$ cat src/rtl/core/lr_pkg.sv
`timescale 1ns / 1ps

package lr_pkg;

  localparam int MAX_DIM = 64;
  localparam int COORD_W = 6;
  localparam int COLOR_W = 8;
  localparam logic [COORD_W-1:0] COORD_MAX = COORD_W'(MAX_DIM - 1);

  typedef struct packed {
    logic [COORD_W-1:0] start_x;
    logic [COORD_W-1:0] start_y;
    logic [COORD_W-1:0] end_x;
    logic [COORD_W-1:0] end_y;
    logic [COLOR_W-1:0] red;
    logic [COLOR_W-1:0] green;
    logic [COLOR_W-1:0] blue;
  } in_item_t;

  typedef struct packed {
    logic [COORD_W-1:0] pixel_x;
    logic [COORD_W-1:0] pixel_y;
    logic [COLOR_W-1:0] pixel_red;
    logic [COLOR_W-1:0] pixel_green;
    logic [COLOR_W-1:0] pixel_blue;
    logic               last_pixel;
  } out_item_t;

  typedef struct packed {
    logic load;
    logic step;
  } lr_cmd_t;

  typedef struct packed {
    logic last;
  } lr_status_t;

  function automatic logic [COORD_W-1:0] clamp_coord(input logic [COORD_W-1:0] v);
    clamp_coord = (v > COORD_MAX) ? COORD_MAX : v;
  endfunction

endpackage

$ cat src/rtl/core/lr_datapath.sv
`timescale 1ns / 1ps

module lr_datapath import lr_pkg::*; (
  input  logic       clk,
  input  in_item_t   in_data,
  input  lr_cmd_t    cmd,
  output lr_status_t status,
  output out_item_t  out_data
);

  // line registers
  logic [COORD_W-1:0]   maj_r, maj_nxt;
  logic [COORD_W-1:0]   end_r, end_nxt;
  logic [COORD_W-1:0]   span_r, span_nxt;
  logic [COORD_W-1:0]   minor_r, minor_nxt;
  logic [COORD_W-1:0]   rem_r, rem_nxt;
  logic signed [COORD_W:0] delta_r, delta_nxt;
  logic                 steep_r, steep_nxt;
  logic [3*COLOR_W-1:0] color_r, color_nxt;

  // setup terms
  logic [COORD_W-1:0] xa, ya, xb, yb, adx, ady;
  logic [COORD_W-1:0] m0, n0, m1, n1;
  logic               steep;

  // stepping terms
  logic signed [COORD_W+2:0] rem_sum;
  logic signed [COORD_W+2:0] span_ext;

  always_comb begin
    xa = clamp_coord(in_data.start_x);
    ya = clamp_coord(in_data.start_y);
    xb = clamp_coord(in_data.end_x);
    yb = clamp_coord(in_data.end_y);
    adx = (xa > xb) ? (xa - xb) : (xb - xa);
    ady = (ya > yb) ? (ya - yb) : (yb - ya);
    steep = adx < ady;
    if (steep) begin
      m0 = ya; n0 = xa; m1 = yb; n1 = xb;
    end else begin
      m0 = xa; n0 = ya; m1 = xb; n1 = yb;
    end
    // order endpoints so the major coordinate rises
    if (m0 > m1) begin
      {m0, m1} = {m1, m0};
      {n0, n1} = {n1, n0};
    end
  end

  // remainder stays in [0, span); |delta| <= span so one correction per step
  always_comb begin
    span_ext = {3'b000, span_r};
    rem_sum  = $signed({3'b000, rem_r}) + {{2{delta_r[COORD_W]}}, delta_r};

    maj_nxt   = maj_r;
    end_nxt   = end_r;
    span_nxt  = span_r;
    minor_nxt = minor_r;
    rem_nxt   = rem_r;
    delta_nxt = delta_r;
    steep_nxt = steep_r;
    color_nxt = color_r;

    if (cmd.load) begin
      maj_nxt   = m0;
      end_nxt   = m1;
      span_nxt  = m1 - m0;
      minor_nxt = n0;
      rem_nxt   = '0;
      delta_nxt = $signed({1'b0, n1}) - $signed({1'b0, n0});
      steep_nxt = steep;
      color_nxt = {in_data.red, in_data.green, in_data.blue};
    end else if (cmd.step) begin
      maj_nxt = maj_r + 1'b1;
      if (rem_sum < 0) begin
        rem_nxt   = COORD_W'(rem_sum + span_ext);
        minor_nxt = minor_r - 1'b1;
      end else if (rem_sum >= span_ext && span_r != '0) begin
        rem_nxt   = COORD_W'(rem_sum - span_ext);
        minor_nxt = minor_r + 1'b1;
      end else begin
        rem_nxt = COORD_W'(rem_sum);
      end
    end
  end

  always_ff @(posedge clk) begin
    maj_r   <= maj_nxt;
    end_r   <= end_nxt;
    span_r  <= span_nxt;
    minor_r <= minor_nxt;
    rem_r   <= rem_nxt;
    delta_r <= delta_nxt;
    steep_r <= steep_nxt;
    color_r <= color_nxt;
  end

  assign status.last = (maj_r == end_r);

  always_comb begin
    out_data.pixel_x     = steep_r ? minor_r : maj_r;
    out_data.pixel_y     = steep_r ? maj_r : minor_r;
    out_data.pixel_red   = color_r[3*COLOR_W-1:2*COLOR_W];
    out_data.pixel_green = color_r[2*COLOR_W-1:COLOR_W];
    out_data.pixel_blue  = color_r[COLOR_W-1:0];
    out_data.last_pixel  = status.last;
  end

endmodule

$ cat src/rtl/core/lr_ctrl.sv
`timescale 1ns / 1ps

module lr_ctrl import lr_pkg::*; (
  input  logic       clk,
  input  logic       rst_n,
  input  logic       in_valid,
  output logic       in_ready,
  output logic       out_valid,
  input  logic       out_ready,
  input  lr_status_t status,
  output lr_cmd_t    cmd
);

  typedef enum logic {
    ST_IDLE,
    ST_EMIT
  } state_t;

  state_t state_r, state_nxt;
  logic   in_ready_r, in_ready_nxt;
  logic   out_valid_r, out_valid_nxt;

  always_comb begin
    state_nxt     = state_r;
    in_ready_nxt  = in_ready_r;
    out_valid_nxt = out_valid_r;
    cmd           = '0;
    case (state_r)
      ST_IDLE: begin
        if (in_valid && in_ready_r) begin
          cmd.load      = 1'b1;
          state_nxt     = ST_EMIT;
          in_ready_nxt  = 1'b0;
          out_valid_nxt = 1'b1;
        end
      end
      ST_EMIT: begin
        if (out_ready) begin
          if (status.last) begin
            state_nxt     = ST_IDLE;
            in_ready_nxt  = 1'b1;
            out_valid_nxt = 1'b0;
          end else begin
            cmd.step = 1'b1;
          end
        end
      end
      default: begin
        state_nxt     = ST_IDLE;
        in_ready_nxt  = 1'b1;
        out_valid_nxt = 1'b0;
      end
    endcase
  end

  always_ff @(posedge clk) begin
    if (!rst_n) begin
      state_r     <= ST_IDLE;
      in_ready_r  <= 1'b1;
      out_valid_r <= 1'b0;
    end else begin
      state_r     <= state_nxt;
      in_ready_r  <= in_ready_nxt;
      out_valid_r <= out_valid_nxt;
    end
  end

  assign in_ready  = in_ready_r;
  assign out_valid = out_valid_r;

endmodule

$ cat src/rtl/core/line_rasterizer_top.sv
`timescale 1ns / 1ps

// Line rasterizer: takes one line beat (two endpoints and a colour) and emits
// one pixel beat per unit step along the major axis, lowest major coordinate
// first, with last_pixel set on the final pixel. A line of major span n gives
// n+1 pixels (a zero-length line gives its single point). The block first
// loads and sets up the line, then gives one pixel per cycle from an exact
// error-accumulator stepper, as long as the output is not stalled.
// A new line is taken only after the last pixel of the previous one has gone.
module line_rasterizer_top import lr_pkg::*; (
  input  logic      clk,
  input  logic      rst_n,
  input  logic      in_valid,
  output logic      in_ready,
  input  in_item_t  in_data,
  output logic      out_valid,
  input  logic      out_ready,
  output out_item_t out_data
);

  lr_cmd_t    cmd;
  lr_status_t status;

  lr_ctrl u_ctrl (
    .clk       (clk),
    .rst_n     (rst_n),
    .in_valid  (in_valid),
    .in_ready  (in_ready),
    .out_valid (out_valid),
    .out_ready (out_ready),
    .status    (status),
    .cmd       (cmd)
  );

  lr_datapath u_datapath (
    .clk      (clk),
    .in_data  (in_data),
    .cmd      (cmd),
    .status   (status),
    .out_data (out_data)
  );

`ifndef SYNTHESIS
  // one line at a time
  a_no_overlap: assert property (@(posedge clk) disable iff (!rst_n)
    !(in_ready && out_valid))
    else $error("input ready while pixels pending");

  a_accept_emits: assert property (@(posedge clk) disable iff (!rst_n)
    (in_valid && in_ready) |=> out_valid)
    else $error("accepted line produced no pixel");

  a_last_frees: assert property (@(posedge clk) disable iff (!rst_n)
    (out_valid && out_ready && out_data.last_pixel) |=> (in_ready && !out_valid))
    else $error("block not idle after last pixel");

  a_step_moves: assert property (@(posedge clk) disable iff (!rst_n)
    (out_valid && out_ready && !out_data.last_pixel) |=> out_valid)
    else $error("line ended without last pixel");
`endif

endmodule
$ cat config.mk
export PLATFORM = sky130hd
export DESIGN_NAME = line_rasterizer_top
export DESIGN_NICKNAME = d
export VERILOG_FILES = /design/src/rtl/core/lr_pkg.sv /design/src/rtl/core/lr_datapath.sv /design/src/rtl/core/lr_ctrl.sv /design/src/rtl/core/line_rasterizer_top.sv
export SDC_FILE = /design/constraint.sdc
export NUM_CORES = 1
export LEC_CHECK = 0
export BUFFER_PORTS_ARGS = -buffer_cell sky130_fd_sc_hd__buf_4
export CAP_MARGIN = 0
export CORE_ASPECT_RATIO = 0.8
export CORE_UTILIZATION = 30
export DETAILED_ROUTE_END_ITERATION = 10
export PLACE_DENSITY = 0.6
export SLEW_MARGIN = 20
export SYNTH_ARGS = -nofsm -noshare
export SYNTH_HDL_FRONTEND = slang
export SYNTH_SLANG_ARGS = --single-unit
$ cat constraint.sdc
create_clock -name clk -period 20.1 [get_ports clk]
set_clock_uncertainty 0.05 [all_clocks]
set_input_delay 4.02 -clock clk [delete_from_list [all_inputs] [get_ports clk]]
set_output_delay 4.02 -clock clk [all_outputs]
set_load 0.01 [all_outputs]
==> metrics.txt <==
RR Endpoint u_datapath.minor_r[4]$_DFFE_PP_; CTS Sinks 65; vias in the first global route 4447; Antenna Nets Post-Route 0; drt total wl 14460 µm; synthesis-to-layout area growth 19.60%; Largest delay share family, worst path compound AO/OA/AOI/OAI gates; max-slew violation count 0; TritonRoute pass-1 iters 5; Worst Hold Slack 0.4167 ns; crit-path max FO 31; Relative slew margins 33.60%; Clk pin slew, worst setup/hold paths 0.05 ns; Max stage delay on crit path 0.47 ns; Syn Area/Cell 9.314 µm²; residual DRC count 0; slew of the pin with the lowest slew margin 0.9856 ns; Hold Path End u_datapath.rem_r[0]$_SDFFE_PP0P_; most frequent CP cell ha_1; total CTS buffers 9; met2 Track Usage GR 23.69%; Core ar. 0.01850 mm²; ys async rst share 0%; leading cell types by total area after synthesis edfxtp_1, ha_1, a21oi_1, mux2i_1, xor2_1; Clk Latency, worst-skew pair 0.33 ns; post-DR vias/cell 4.882; HP Class register to register; post-CTS setup buffers 0; Pleak 0.002987 µW; Crit. path cell count 33; Non-Filler Instances 943; DR vias 4604; Die Span Y 126.0 µm; Final TNS setup 0 ns; clock tree root buffer cell clkbuf_16; initial antenna violation count 0; Synth top cells by count a21oi_1, edfxtp_1, ha_1; Netlist cell types 67; Most Used Layer, Global Route met2; Synth area leader edfxtp_1; EDFF count, synth 56; RSZ-0062 raised after global routing no; synth warn 0; top-area cell type share of the netlist area 29.17%; top-count cell post-synth a21oi_1; die width 157.0 µm; Peak supply drop 0.07009 mV; FP Rows 44; critical path class input port to register; IO buf count 90; share of layout cells above drive strength 1 20.87%; Gate Count Post-Synth 619; H-Tree Level Count 3; mapped cell area 0.005766 mm²; number of fill cells 1944; GRT Total Usage 15.31%; starting density of the core 31.17%; Final period util 56.17%; most used flip-flop cell after synthesis edfxtp_1; maxcap violations 0; critical path required time 20.23 ns; Max Fclk 88.57 MHz; CTS Hold Bufs 0; Power Total 1374 µW; GP Congestion 0.8726; global-route track usage on met3 2.753%; Fin. Hold Viols 0; Hold Crit Depth 2; total die area 0.01978 mm²; CP bufs+invs 5; syn nets 732; Antenna Cells 0; DR WL/cell 15.34 µm; Worst EP arrival 11.42 ns; CP endpoint kind register; grt ovf 0; Cell Count Post-Placement 927; min cycle time layout 11.29 ns; Setup violations, final 0; CTS resizes 0; register area share after synthesis 32.29%; status complete, no violations; CP Launch Type input port; CTS tree built; CP max stage cell mux2i_1; internal reg-to-reg setup slack 16.13 ns; final core area utilization 37.28%; DP Wirelength 11540 µm; Yosys reg bits 65; P per Cell Area 199.3 mW/mm²; I/O Pins 91; min-delay src u_datapath.rem_r[0]$_SDFFE_PP0P_; Final nets 798; DR iter-0 viols 331; reg-to-reg startpoint u_datapath.delta_r[0]$_DFFE_PP_; GRT met1 Usage 21.63%; largest net degree at the start of global routing 52; CTS max path bufs 2; Reg2Reg Depth 11; first-pass GRT wire length 23630 µm
## report_power, final
part           internal, µW  leakage [µW]  total [µW]  switching (µW)
combinational           408       0.00223         948             540
clock                   109      0.000153         168            59.3
sequential              226      0.000604         258            31.7
total                   743       0.00299        1370             631
## worst max-delay path by stage
stage / start / to / slack [ns]
finish: in_data[37] / u_datapath.delta_r[6]$_DFFE_PP_ / 8.81
global route: in_data[37] / u_datapath.delta_r[6]$_DFFE_PP_ / 8.26
CTS: in_data[37] / u_datapath.delta_r[6]$_DFFE_PP_ / 8.88
detailed placement: in_data[37] / u_datapath.delta_r[6]$_DFFE_PP_ / 8.55
floorplan: in_data[25] / u_datapath.delta_r[6]$_DFFE_PP_ / 9.73
global placement: in_data[37] / u_datapath.delta_r[6]$_DFFE_PP_ / 8.79
## layout by cell type (no fill, tap or decap), types with 9 or more instances in the layout
cell type / synthesis / routed
buf_4: 5 / 92
ha_1: 54 / 54
o21ai_0: 27 / 27
nor2_1: 47 / 47
nand3_1: 12 / 12
clkbuf_16: 0 / 9
xor2_1: 23 / 23
o21ai_1: 13 / 13
dfxtp_1: 9 / 9
a21o_1: 12 / 12
edfxtp_1: 56 / 56
mux2_2: 14 / 14
xnor2_1: 21 / 21
nand2_1: 49 / 49
a21oi_1: 62 / 62
nor2b_1: 11 / 11
inv_1: 44 / 44
mux2i_1: 29 / 29
## kinds of logic after synthesis
logic type / after synthesis / synth area share, %
DFF: 65 / 32.29
and+or+nand+nor: 153 / 12.76
AOI/OAI and AO/OA: 159 / 17.49
xor gates and xnor gates: 45 / 6.966
adders and majority gates: 67 / 15.21
muxes: 46 / 8.789
buffers and inverters: 84 / 6.489
## final cells by class
cell class	instances	area, µm²	share of cell area [%]
flip-flops and latches	65	1862	27.00
clock inverters	6	90.09	1.306
inverters	47	177.7	2.577
repair buffers	92	690.7	10.02
clock buffers	10	229.0	3.321
well taps	253	316.6	4.591
multi-input cells	470	3530	51.19
## registers in the layout, indices dropped and copies added, names as in the netlist
register,flops
u_datapath.color_r,24
u_datapath.delta_r,7
u_datapath.end_r,6
u_datapath.maj_r,6
u_datapath.minor_r,6
u_datapath.rem_r,6
u_datapath.span_r,6
u_ctrl.in_ready,1
u_ctrl.out_valid,1
u_ctrl.state_r,1
u_datapath.steep_r,1
## per-layer routing
metal	wire length, µm	up-vias
li1	-	2321
met1	7100	2134
met2	6423	133
met3	743	16
met4	196	0
met5	0	-
## worst reg2reg max path, cell delays in order (launching register included)
cell and delay [ns]:
edfxtp_1 0.42, ha_1 0.25, fa_1 0.40, xor2_1 0.33, ha_1 0.39, o21a_1 0.15
o21ai_0 0.15, a21oi_1 0.09, o21a_1 0.17, or3_1 0.42, a21oi_2 0.34, o21ai_0 0.41
## per-stage QoR
step	cell area, µm²	worst slack [ns]
2_1_floorplan	5766	9.729
3_3_place_gp	6575	8.789
3_5_place_dp	6575	8.546
4_1_cts	6894	8.883
5_1_grt	6895	8.256
6_report	6895	8.810
Power figures use the tool's default switching activity.
